File: config.mk
export PLATFORM = sky130hd
export DESIGN_NAME = seaweed_suffix_prefix_lcs_flat
export DESIGN_NICKNAME = d
export VERILOG_FILES = /design/src/sspl_pkg.sv /design/src/sspl_intf.sv /design/src/seaweed_suffix_prefix_lcs.sv /design/src/sspl_cell.sv /design/src/flat_wrapper.sv
export SDC_FILE = /design/constraint.sdc
export NUM_CORES = 2
export LEC_CHECK = 0
export BUFFER_PORTS_ARGS = -buffer_cell sky130_fd_sc_hd__buf_2
export CORE_MARGIN = 4
export CORE_UTILIZATION = 62
export CTS_CLUSTER_SIZE = 10
export DETAILED_ROUTE_END_ITERATION = 8
export PLACE_DENSITY = 0.85
export REMOVE_ABC_BUFFERS = 1
export SLEW_MARGIN = 20
export SYNTH_ARGS = -nofsm -noshare
export SYNTH_HDL_FRONTEND = slang
export SYNTH_SLANG_ARGS = --single-unit
File: constraint.sdc
create_clock -name i_clk -period 5.44 [get_ports i_clk]
set_input_delay 0 -clock i_clk [delete_from_list [all_inputs] [get_ports i_clk]]
set_output_delay 0 -clock i_clk [all_outputs]
set_load 0.01 [all_outputs]
File: src/sspl_pkg.sv
// Shared types and constants of the seaweed suffix-prefix LCS block.
// No dependencies.
package sspl_pkg;

    localparam int SYM_IN_W = 8;
    localparam int A_POS_W  = 6;
    localparam int B_POS_W  = 10;
    localparam int LCS_W    = 11;

    localparam logic CMD_LOAD  = 1'b0;
    localparam logic CMD_SWEEP = 1'b1;

    typedef struct packed {
        logic start_job;
        logic count_en;
    } t_cell_ctl;

endpackage

File: src/sspl_intf.sv
// Request channel interfaces of the seaweed suffix-prefix LCS block.
// Depends on sspl_pkg.
interface sspl_in_if;
    import sspl_pkg::*;

    logic                valid;
    logic                ready;
    logic                cmd;
    logic [SYM_IN_W-1:0] symbol;
    logic                final_symbol;

    modport source (output valid, output cmd, output symbol, output final_symbol,
                    input ready);
    modport sink   (input valid, input cmd, input symbol, input final_symbol,
                    output ready);
endinterface

interface sspl_out_if;
    import sspl_pkg::*;

    logic               valid;
    logic               ready;
    logic [A_POS_W-1:0] a_pos;
    logic [B_POS_W-1:0] b_pos;
    logic [LCS_W-1:0]   lcs_value;
    logic               column_end;

    modport source (output valid, output a_pos, output b_pos, output lcs_value,
                    output column_end, input ready);
    modport sink   (input valid, input a_pos, input b_pos, input lcs_value,
                    input column_end, output ready);
endinterface

File: src/seaweed_suffix_prefix_lcs.sv
// Flow: a B symbol passes the cell chain through one token register per cell, then the
// counters update, then one result per cycle while the output is not stalled, for the
// A_len positions. No new symbol is taken until the last result is out, so the B rate
// is set by the chain depth and the single output port; A symbols load back to back.
// Reset: synchronous active low; loading phase, empty A, seaweed values index+1.
module seaweed_suffix_prefix_lcs #(
    parameter int MAX_A_LEN   = 32,
    parameter int MAX_B_LEN   = 1024,
    parameter int SYMBOL_BITS = 8
) (
    input  logic      i_clk,
    input  logic      i_rst_n,
    sspl_in_if.sink   i_in,
    sspl_out_if.source o_out
);
    import sspl_pkg::*;

    localparam int VW = $clog2(MAX_A_LEN + 1);
    localparam int IW = (MAX_A_LEN > 1) ? $clog2(MAX_A_LEN) : 1;
    localparam int CW = $clog2(MAX_B_LEN + 1);
    localparam int BW = (MAX_B_LEN > 1) ? $clog2(MAX_B_LEN) : 1;
    localparam int SW = (SYMBOL_BITS < SYM_IN_W) ? SYMBOL_BITS : SYM_IN_W;

    typedef enum logic [2:0] {
        S_IDLE  = 3'b001,
        S_SWEEP = 3'b010,
        S_EMIT  = 3'b100
    } t_state;

    t_state        r_state, n_state;
    logic          r_sweeping, n_sweeping;
    logic [VW-1:0] r_a_len, n_a_len;
    logic [BW-1:0] r_b_count, n_b_count;
    logic          r_fin, n_fin;
    logic [IW-1:0] r_emit_idx, n_emit_idx;
    logic          r_out_vld, n_out_vld;

    logic [A_POS_W-1:0] r_a_pos;
    logic [B_POS_W-1:0] r_b_pos;
    logic [LCS_W-1:0]   r_lcs;
    logic               r_col_end;

    logic          in_acc, ld, ld_wr, ld_start, sw;
    logic          out_free, emit_now, emit_last, job_end;
    t_cell_ctl     ctl;

    logic          tok_vld [MAX_A_LEN+1];
    logic [VW-1:0] tok_x   [MAX_A_LEN+1];
    logic [SW-1:0] tok_sym [MAX_A_LEN+1];
    logic [CW-1:0] w_count [MAX_A_LEN];

    assign i_in.ready = (r_state == S_IDLE);
    assign in_acc     = i_in.valid && i_in.ready;
    assign ld         = in_acc && (i_in.cmd == CMD_LOAD) && !r_sweeping;
    assign sw         = in_acc && (i_in.cmd == CMD_SWEEP) && r_sweeping;
    assign ld_wr      = ld && (r_a_len < VW'(MAX_A_LEN));
    assign ld_start   = ld && i_in.final_symbol;

    assign ctl.start_job = ld_start;
    assign ctl.count_en  = (r_state == S_SWEEP) && tok_vld[MAX_A_LEN];

    assign out_free  = !r_out_vld || o_out.ready;
    assign emit_now  = (r_state == S_EMIT) && out_free;
    assign emit_last = (VW'(r_emit_idx) + VW'(1)) == r_a_len;
    assign job_end   = r_fin || (r_b_count == BW'(MAX_B_LEN - 1));

    assign tok_vld[0] = sw;
    assign tok_x[0]   = '0;
    assign tok_sym[0] = i_in.symbol[SW-1:0];

    for (genvar k = 0; k < MAX_A_LEN; k++) begin : g_cell
        sspl_cell #(
            .IDX       (k),
            .VW        (VW),
            .CW        (CW),
            .SW        (SW),
            .MAX_B_LEN (MAX_B_LEN)
        ) u_cell (
            .i_clk      (i_clk),
            .i_rst_n    (i_rst_n),
            .i_ctl      (ctl),
            .i_load     (ld_wr && (r_a_len == VW'(k))),
            .i_load_sym (i_in.symbol[SW-1:0]),
            .i_active   (VW'(k) < r_a_len),
            .i_tok_vld  (tok_vld[k]),
            .i_tok_x    (tok_x[k]),
            .i_tok_sym  (tok_sym[k]),
            .i_exit     (tok_x[MAX_A_LEN]),
            .o_tok_vld  (tok_vld[k+1]),
            .o_tok_x    (tok_x[k+1]),
            .o_tok_sym  (tok_sym[k+1]),
            .o_count    (w_count[k])
        );
    end

    always_comb begin
        n_state    = r_state;
        n_sweeping = r_sweeping;
        n_a_len    = r_a_len;
        n_b_count  = r_b_count;
        n_fin      = r_fin;
        n_emit_idx = r_emit_idx;
        n_out_vld  = r_out_vld;
        if (o_out.ready) begin
            n_out_vld = 1'b0;
        end
        unique case (r_state)
            S_IDLE: begin
                if (ld_wr) begin
                    n_a_len = r_a_len + VW'(1);
                end
                if (ld_start) begin
                    n_sweeping = 1'b1;
                end
                if (sw) begin
                    n_fin   = i_in.final_symbol;
                    n_state = S_SWEEP;
                end
            end
            S_SWEEP: begin
                if (ctl.count_en) begin
                    n_emit_idx = '0;
                    n_state    = S_EMIT;
                end
            end
            S_EMIT: begin
                if (emit_now) begin
                    n_out_vld  = 1'b1;
                    n_emit_idx = r_emit_idx + IW'(1);
                    if (emit_last) begin
                        n_state = S_IDLE;
                        if (job_end) begin
                            n_sweeping = 1'b0;
                            n_a_len    = '0;
                            n_b_count  = '0;
                        end else begin
                            n_b_count = r_b_count + BW'(1);
                        end
                    end
                end
            end
            default: n_state = S_IDLE;
        endcase
    end

    always_ff @(posedge i_clk) begin
        if (!i_rst_n) begin
            r_state    <= S_IDLE;
            r_sweeping <= 1'b0;
            r_a_len    <= '0;
            r_b_count  <= '0;
            r_fin      <= 1'b0;
            r_emit_idx <= '0;
            r_out_vld  <= 1'b0;
        end else begin
            r_state    <= n_state;
            r_sweeping <= n_sweeping;
            r_a_len    <= n_a_len;
            r_b_count  <= n_b_count;
            r_fin      <= n_fin;
            r_emit_idx <= n_emit_idx;
            r_out_vld  <= n_out_vld;
        end
    end

    always_ff @(posedge i_clk) begin
        if (emit_now) begin
            r_a_pos   <= A_POS_W'(r_emit_idx);
            r_b_pos   <= B_POS_W'(r_b_count);
            r_lcs     <= LCS_W'(w_count[r_emit_idx]);
            r_col_end <= emit_last;
        end
    end

    assign o_out.valid      = r_out_vld;
    assign o_out.a_pos      = r_a_pos;
    assign o_out.b_pos      = r_b_pos;
    assign o_out.lcs_value  = r_lcs;
    assign o_out.column_end = r_col_end;

endmodule

File: src/sspl_cell.sv
// One A position: stored symbol, seaweed value and exit counter.
// Depends on sspl_pkg; chained by seaweed_suffix_prefix_lcs.
module sspl_cell #(
    parameter int IDX         = 0,
    parameter int VW          = 6,
    parameter int CW          = 11,
    parameter int SW          = 8,
    parameter int MAX_B_LEN   = 1024
) (
    input  logic                 i_clk,
    input  logic                 i_rst_n,
    input  sspl_pkg::t_cell_ctl  i_ctl,
    input  logic                 i_load,
    input  logic [SW-1:0]        i_load_sym,
    input  logic                 i_active,
    input  logic                 i_tok_vld,
    input  logic [VW-1:0]        i_tok_x,
    input  logic [SW-1:0]        i_tok_sym,
    input  logic [VW-1:0]        i_exit,
    output logic                 o_tok_vld,
    output logic [VW-1:0]        o_tok_x,
    output logic [SW-1:0]        o_tok_sym,
    output logic [CW-1:0]        o_count
);
    import sspl_pkg::*;

    logic [SW-1:0] r_sym;
    logic [VW-1:0] r_val, n_val;
    logic [CW-1:0] r_count, n_count;
    logic          r_tok_vld;
    logic [VW-1:0] r_tok_x, n_tok_x;
    logic [SW-1:0] r_tok_sym;
    logic          swap;

    assign swap = i_tok_vld && i_active && ((i_tok_x >= r_val) || (i_tok_sym == r_sym));

    always_comb begin
        n_val   = r_val;
        n_count = r_count;
        n_tok_x = i_tok_x;
        if (swap) begin
            n_val   = i_tok_x;
            n_tok_x = r_val;
        end
        if (i_ctl.count_en && i_active && (VW'(IDX) < i_exit)
            && (r_count < CW'(MAX_B_LEN))) begin
            n_count = r_count + CW'(1);
        end
        if (i_ctl.start_job) begin
            n_val   = VW'(IDX + 1);
            n_count = '0;
        end
    end

    always_ff @(posedge i_clk) begin
        if (!i_rst_n) begin
            r_val     <= VW'(IDX + 1);
            r_count   <= '0;
            r_tok_vld <= 1'b0;
        end else begin
            r_val     <= n_val;
            r_count   <= n_count;
            r_tok_vld <= i_tok_vld;
        end
    end

    always_ff @(posedge i_clk) begin
        if (i_load) begin
            r_sym <= i_load_sym;
        end
        r_tok_x   <= n_tok_x;
        r_tok_sym <= i_tok_sym;
    end

    assign o_tok_vld = r_tok_vld;
    assign o_tok_x   = r_tok_x;
    assign o_tok_sym = r_tok_sym;
    assign o_count   = r_count;

endmodule

File: src/flat_wrapper.sv
// flat-port wrapper written by rule: the top's interface ports become plain ports
module seaweed_suffix_prefix_lcs_flat import sspl_pkg::*;
#(
    parameter int MAX_A_LEN   = 32,
    parameter int MAX_B_LEN   = 1024,
    parameter int SYMBOL_BITS = 8
)
  (i_clk, i_rst_n, i_in_valid, i_in_cmd, i_in_symbol, i_in_final_symbol, i_in_ready, o_out_valid, o_out_a_pos, o_out_b_pos, o_out_lcs_value, o_out_column_end, o_out_ready);
  sspl_in_if i_in_i ();
  sspl_out_if o_out_i ();
  input  logic i_clk;
  input  logic i_rst_n;
  input wire logic [$bits(i_in_i.valid)-1:0] i_in_valid;
  input wire logic [$bits(i_in_i.cmd)-1:0] i_in_cmd;
  input wire logic [$bits(i_in_i.symbol)-1:0] i_in_symbol;
  input wire logic [$bits(i_in_i.final_symbol)-1:0] i_in_final_symbol;
  output wire logic [$bits(i_in_i.ready)-1:0] i_in_ready;
  output wire logic [$bits(o_out_i.valid)-1:0] o_out_valid;
  output wire logic [$bits(o_out_i.a_pos)-1:0] o_out_a_pos;
  output wire logic [$bits(o_out_i.b_pos)-1:0] o_out_b_pos;
  output wire logic [$bits(o_out_i.lcs_value)-1:0] o_out_lcs_value;
  output wire logic [$bits(o_out_i.column_end)-1:0] o_out_column_end;
  input wire logic [$bits(o_out_i.ready)-1:0] o_out_ready;
  assign i_in_i.valid = i_in_valid;
  assign i_in_i.cmd = i_in_cmd;
  assign i_in_i.symbol = i_in_symbol;
  assign i_in_i.final_symbol = i_in_final_symbol;
  assign i_in_ready = i_in_i.ready;
  assign o_out_valid = o_out_i.valid;
  assign o_out_a_pos = o_out_i.a_pos;
  assign o_out_b_pos = o_out_i.b_pos;
  assign o_out_lcs_value = o_out_i.lcs_value;
  assign o_out_column_end = o_out_i.column_end;
  assign o_out_i.ready = o_out_ready;
  seaweed_suffix_prefix_lcs #(.MAX_A_LEN(MAX_A_LEN), .MAX_B_LEN(MAX_B_LEN), .SYMBOL_BITS(SYMBOL_BITS)) u_core (.i_clk(i_clk), .i_rst_n(i_rst_n), .i_in(i_in_i), .o_out(o_out_i));
endmodule
After elaboration in Yosys (flattened, before gate mapping)

Cells that the tools add are included.
W data, S select, Z words.

Eq/ne operators: 75
Bitwise logic cells: 3
Add/subtract/negate cells: 36
Reduce and logical (&&, ||, !) cells: 247
Multiplexer cells: 56
$lt $le $gt $ge: 130

Operators with widths:

| operator                | count |
|---|---|
| $add A11 B1 Y11 const B | 32 |
| $lt A11 B11 Y1 const B  | 32 |
| $eq A8 B8 Y1            | 32 |
| $logic_and A1 B1 Y1     | 201 |
| $lt A5 B6 Y1 const A    | 32 |
| $eq A6 B5 Y1 const B    | 16 |
| $lt A4 B6 Y1 const A    | 16 |
| $mux W5                 | 18 |
| $ge A5 B5 Y1            | 15 |
| $bmux W11 S5            | 1 |
| $eq A6 B4 Y1 const B    | 8 |
| $lt A3 B6 Y1 const A    | 8 |
| $logic_or A1 B1 Y1      | 34 |
| $mux W4                 | 8 |
| $ge A4 B4 Y1            | 7 |
| $eq A6 B3 Y1 const B    | 4 |
| $lt A1 B6 Y1 const A    | 4 |
| $lt A2 B6 Y1 const A    | 4 |
| $mux W3                 | 8 |
| $mux W6                 | 4 |
| $mux W11                | 2 |
| $eq A6 B2 Y1 const B    | 2 |
| $pmux W6 S2             | 1 |
| $add A10 B1 Y10 const B | 1 |
| other kinds (37)        | 57 |

Bits in registers: 1,212
Word-level logic and storage cells: 754
Input port bits: 14

Depth between registers and ports, before layout

Depth in word-level cells: 7
Depth in mapped cells: 10
Depth with buffers taken out: 7

Cells and area by module

Synthesis repeated with hierarchy kept, for this count alone.

Cells, all modules: 5,119
Area, all modules: 57,617.8 µm²

Modules (own cells, without submodules):

| module                                  | times used | area each (µm²) | seq. area each (µm²) | cells each |
|---|---|---|---|---|
| seaweed_suffix_prefix_lcs               | 1          | 5,596.6         | 1,351.3              | 474 |
| sspl_cell (u_core.g_cell[4].u_cell ...) | 2          | 1,632.8         | 880.8                | 144 |
| sspl_cell (u_core.g_cell[10].u_cell)    | 1          | 1,676.6         | 880.8                | 152 |
| sspl_cell (u_core.g_cell[6].u_cell)     | 1          | 1,666.6         | 880.8                | 143 |
| sspl_cell (u_core.g_cell[20].u_cell)    | 1          | 1,656.6         | 880.8                | 148 |
| sspl_cell (u_core.g_cell[28].u_cell)    | 1          | 1,655.3         | 880.8                | 147 |
| sspl_cell (u_core.g_cell[30].u_cell)    | 1          | 1,651.6         | 880.8                | 148 |
| sspl_cell (u_core.g_cell[16].u_cell)    | 1          | 1,642.8         | 880.8                | 146 |
| sspl_cell (u_core.g_cell[2].u_cell)     | 1          | 1,640.3         | 880.8                | 144 |
| sspl_cell (u_core.g_cell[5].u_cell)     | 1          | 1,637.8         | 880.8                | 141 |
| sspl_cell (u_core.g_cell[22].u_cell)    | 1          | 1,636.6         | 880.8                | 146 |
| sspl_cell (u_core.g_cell[26].u_cell)    | 1          | 1,635.3         | 880.8                | 152 |
| sspl_cell (u_core.g_cell[8].u_cell)     | 1          | 1,635.3         | 880.8                | 147 |
| sspl_cell (u_core.g_cell[18].u_cell)    | 1          | 1,630.3         | 880.8                | 148 |
| 18 more rows                            | --         | --              | --                   | -- |

Worst setup path after synthesis

OpenSTA, ideal clock, no wires.

Path kind: reg2reg
Start: reg u_core.r_a_len[5]
End: reg u_core.g_cell[13].u_cell.r_sym[0] (enable)
Library setup time: 0.395 ns
Path buffers: 3
Setup slack: 2.638 ns
Data arrival time: 2.408 ns
Stages on the path, launching flop included: 7
Period minus slack after synthesis: 2.802 ns
Cell sequence: dfxtp_1 > buf_2 > buf_2 > buf_2 > nor4_2 > nand3_1 > nor4_1

Longest elaborated chain between the ends: 3
Elaborated cells on any way between the ends: 4

Ends and longest elaborated chain:

| what                                | line                             | RTL |
|---|---|---|
| start, declared                     | seaweed_suffix_prefix_lcs.sv:32  | `logic [VW-1:0] r_a_len, n_a_len;` |
| start signal, assigned              | seaweed_suffix_prefix_lcs.sv:158 | `r_a_len <= n_a_len;` |
| $lt A6 B6 Y1                        | seaweed_suffix_prefix_lcs.sv:56  | `assign ld_wr = ld && (r_a_len < VW'(MAX_A_LEN));` |
| $logic_and A1 B1 Y1                 | seaweed_suffix_prefix_lcs.sv:56  |  |
| $logic_and A1 B1 Y1 *               | seaweed_suffix_prefix_lcs.sv:82  | `.i_load (ld_wr && (r_a_len == VW'(k))),` |
| via u_core.g_cell[13].u_cell.i_load | sspl_cell.sv:13                  | `input logic i_load,` |
| end signal, assigned                | sspl_cell.sv:69                  | `r_sym <= i_load_sym;` |
| end, declared                       | sspl_cell.sv:27                  | `logic [SW-1:0] r_sym;` |

Mark *: on every way through the listed nets, which the timed path passes. The rest lies on a longest branch.
A chain may end at the register's enable or synchronous reset.

Worst setup path after layout

Start: reg u_core.r_a_len[1]
End: reg u_core.g_cell[4].u_cell.r_count[6]

Longest elaborated chain between the ends: 4

Ends and longest elaborated chain:

| what                             | line                            | RTL |
|---|---|---|
| $lt A3 B6 Y1                     | seaweed_suffix_prefix_lcs.sv:84 | `.i_active (VW'(k) < r_a_len),` |
| $logic_and A1 B1 Y1 (2 in a row) | sspl_cell.sv:45                 | `if (i_ctl.count_en && i_active && (VW'(IDX) < i_exit)` |
| $logic_and A1 B1 Y1              | sspl_cell.sv:46                 | `&& (r_count < CW'(MAX_B_LEN))) begin` |
| end signal, assigned             | sspl_cell.sv:62                 | `r_count <= n_count;` |
| end, declared                    | sspl_cell.sv:29                 | `logic [CW-1:0] r_count, n_count;` |

No other way between the ends.

==> results.tsv <==
stage	metric	value	unit
timing	Slew Viols, Final	0	
timing	total negative slack	0	ps
worst_setup_path	slowest CP cell	a221oi_1	
layout	Sequential cell area	27100	um2
detailed_routing	Pre-antenna DRT Iters	5	
yosys	syn avg cell area	11.2	um2
global_route	Global Route Usage Sum	28.7	%
floorplanning	Initial Util	62.8	%
yosys	Synth Flop Type	dfxtp_1	
detailed_routing	Routed WL	125000	um
clock_network	setup bufs post-CTS	0	
worst_setup_path	CP max FO	12	
job	Max Cap Viol	0	
detailed_routing	DRC Markers	0	
detailed_routing	Vias/cell	6.18	
floorplanning	core area	80800	um2
worst_setup_path	Critical Path Source Type	flop	
clock_network	post_cts resized	0	
clock_network	CTS Root Buffer Type	clkbuf_16	
yosys	synthesized flop and latch total	1212	
global_route	first-pass GRT wire length	196000	um
clock_network	Sink Count	1212	
outcome	status	complete, no violations	
worst_setup_path	crit-path cells	inv_1, ha_1, nand2b_1, a221oi_1, nand3_1, or4_1, nand2_1	
detailed_routing	WL per Instance	21.6	um
yosys	asr flop ratio synth	0	%
global_route	Congestion Overflow GR	0	
timing	Fmax	0.276	GHz
clock_network	clk_lat worst skew	760	ps
global_route	vias in the first global route	35900	
worst_setup_path	Worst EP required	6130	ps
worst_setup_path	type of element capturing the critical path	flop	
yosys	number of library cell types mapped by synthesis	86	
clock_network	CTS tree	done	
detailed_routing	Vias	35600	
timing	Final Setup Violations	0	
placement	DP HPWL	81400	um
worst_setup_path	Critical Path Max Stage Delay	1040	ps
layout	area of the multi-input gates	22200	um2
clock_network	Reg clk slew, reported paths	60	ps
power_and_ir_drop	Peak VDD IR	337	uV
floorplanning	num ports	44	
timing	worst slew pin tran	1170	ps
power_and_ir_drop	Static Leakage	20.7	nW
layout	Area Growth Syn to Fin	11.0	%
timing	Final Cycle Share	66.5	%
detailed_routing	Routed Antenna Nets	0	
clock_network	H-tree depth	4	
floorplanning	Die Span X	294	um
layout	nets@finish	4789	
timing	fin crit period	3620	ps
clock_network	clock buffer depth	3	
detailed_routing	DR iter-0 viols	3511	
power_and_ir_drop	pwr/cell area	327	nW/um2
worst_setup_path	kind of cell adding the most delay to the critical path	simple AND/OR/NAND/NOR gates	
global_route	initial antenna violation count	4	
worst_setup_path	WP buf/inv	1	
placement	Routability Congestion	0.955	
worst_setup_path	reg2reg setup slack	1820	ps
clock_network	CTS Buf Count	141	
layout	fillers	5305	
power_and_ir_drop	total chip power	18.4	mW
yosys	EDFF count, synth	283	
timing	Setup Skew	47.7	ps
timing	Final Hold Viols	0	
layout	fraction of layout cells with a size suffix above 1	11.6	%
yosys	Mapped Cells	4553	
placement	I/O Buffers	42	
global_route	largest net degree at the start of global routing	193	
timing	max_slew headroom	22.1	%
timing	RSZ-0062 raised after global routing	false	
floorplanning	num rows	104	
yosys	Cell Area, Synth	50800	um2
worst_setup_path	Worst EP arrival	4310	ps
yosys	Seq/Total Area, Yosys	53.4	%
worst_setup_path	CP Class	flop to flop	
yosys	synth warn	0	
hold_path	Hold Path Class	primary input to flop	
floorplanning	Die H	294	um
floorplanning	die area	86500	um2
## power by group
group          internal (mW)  switching, mW
Combinational          0.103          0.243
Sequential              9.31         0.0855
Clock                   4.95           3.74
## cell usage after synthesis (14+ instances only)
| library cell | count | share of area (%) |
|---|---|---|
| nor2_1 | 500 | 3.7 |
| nand2b_1 | 23 | 0.28 |
| xor2_1 | 218 | 3.8 |
| mux4_2 | 110 | 4.9 |
| xnor2_1 | 263 | 4.5 |
| o21a_1 | 32 | 0.47 |
| or4_1 | 40 | 0.59 |
| ha_1 | 166 | 4.1 |
| inv_1 | 199 | 1.5 |
| nor4_1 | 49 | 0.60 |
| nand4_1 | 146 | 1.8 |
| clkbuf_1 | 94 | 0.69 |
| or3_1 | 32 | 0.39 |
| and3_1 | 56 | 0.69 |
| o21ai_0 | 114 | 1.1 |
| dfxtp_1 | 929 | 37 |
| a21oi_1 | 102 | 1.0 |
| o31ai_1 | 29 | 0.43 |
| a31oi_1 | 14 | 0.17 |
| mux2i_1 | 152 | 3.0 |
| o211ai_1 | 23 | 0.34 |
| nor2b_1 | 15 | 0.18 |
| and2_1 | 52 | 0.64 |
| edfxtp_1 | 283 | 17 |
| mux2_2 | 137 | 3.0 |
| nor3_1 | 69 | 0.68 |
| buf_2 | 69 | 0.68 |
| and4_1 | 17 | 0.29 |
| nand2_1 | 274 | 2.0 |
| nand3_1 | 135 | 1.3 |
## repair_timing
action	in CTS	in global routing
hold endpoints to repair	287	0
setup endpoints to repair	0	0
hold buffers	15	0
## per-layer routing
metal  track usage (%)  vias to the layer above  share of wire (%)
li1                  -                    16300                  -
met5                 0                        -              0.022
met4              14.2                        4                4.6
met3              5.08                      372                7.7
met2              48.5                     1576                 49
met1              35.6                    17400                 39
## kinds of logic (layout without fill, tap and decap cells)
family / count (synthesis) / count (layout) / share of synthesized area (%)
muxes: 399 / 399 / 10.9
AOI/OAI and AO/OA: 437 / 437 / 5.81
other: 1 / 2 / 0.00739
adders and majority gates: 166 / 166 / 4.09
buffers and inverters: 383 / 526 / 3.07
DFF: 1212 / 1212 / 53.4
xor gates and xnor gates: 481 / 481 / 8.30
and+or+nand+nor: 1474 / 1474 / 14.5
## flip-flops by register name, indices dropped and copies added, names as in the netlist
register and count:
u_core.o_out.valid 1, u_core.o_out.lcs_value 11, u_core.g_cell.u_cell.r_sym 256, u_core.r_sweeping 1, u_core.r_b_count 10, u_core.o_out.b_pos 10
u_core.o_out.column_end 1, u_core.o_out.a_pos 5, u_core.r_emit_idx 5, u_core.g_cell.u_cell.r_val 135, u_core.r_a_len 6, u_core.g_cell.u_cell.o_count 352
u_core.g_cell.u_cell.o_tok_sym 248, u_core.g_cell.u_cell.o_tok_x 135, u_core.r_state 3, u_core.r_fin 1, u_core.g_cell.u_cell.o_tok_vld 32
## worst paths after layout
check | startpoint | endpoint | cells after the start
hold reg to reg | u_core.g_cell[26].u_cell.o_tok_sym[3] | u_core.g_cell[27].u_cell.o_tok_sym[3] | 0
setup reg to reg | u_core.r_a_len[1] | u_core.g_cell[4].u_cell.o_count[6] | 7
hold / removal | o_out_ready | u_core.o_out.valid | 5
setup / recovery | u_core.r_a_len[1] | u_core.g_cell[4].u_cell.o_count[6] | 7
## layout by cell type, fill, tap and decap left out, types with 10 or more instances in the layout
master,n
or4_1,40
a31oi_1,13
nand3_1,135
clkbuf_16,141
mux4_2,110
nand4b_1,11
nand3b_1,13
buf_4,35
clkbuf_1,69
clkinv_16,11
xnor2_1,263
o21a_1,31
inv_1,198
and4_1,17
ha_1,166
and3_1,56
nor2_1,499
dlygate4sd3_1,15
edfxtp_1,283
nand2_1,274
nor4_1,48
o211ai_1,23
mux2_2,137
o21ai_0,114
o31ai_1,29
buf_2,43
nand4_1,146
nor2b_1,15
a21oi_1,102
a41oi_1,12
nor3_1,63
xor2_1,218
o31a_1,10
or3_1,32
dfxtp_1,925
o311a_1,13
nand2b_1,23
and2_1,52
a21o_1,12
mux2i_1,152
## area by class of cell
class                      instances  area share, %
antenna                            1        0.00444
multi-input combinational       2958           39.5
clock inverter                    18          0.771
clock buffer                     212           6.77
sequential                      1212           48.1
timing repair buffer              95           1.19
tap                             1060           2.35
inverter                         201           1.34
## worst reg2reg max path: cells and delay by family (launching register included)
kind	cells	cell delay, ps
AOI/OAI and AO/OA	1	1040
and+or+nand+nor	4	1330
adders and majority gates	1	370
buffers and inverters	1	180
DFF	1	630
## per-stage QoR
stage	util, %	std cells	instance area [um2]	hold WS (ps)	setup WS, ps
finish	69.7	5757	56300	205	1820
global route	69.7	5756	56300	220	1710
CTS	69.7	5756	56300	142	1940
detailed placement	64.2	5511	51900	330	1970
global placement	64.2	5510	51900	317	2020
floorplan	-	4371	50000	27.7	-12040
Power figures use the tool's default switching activity.
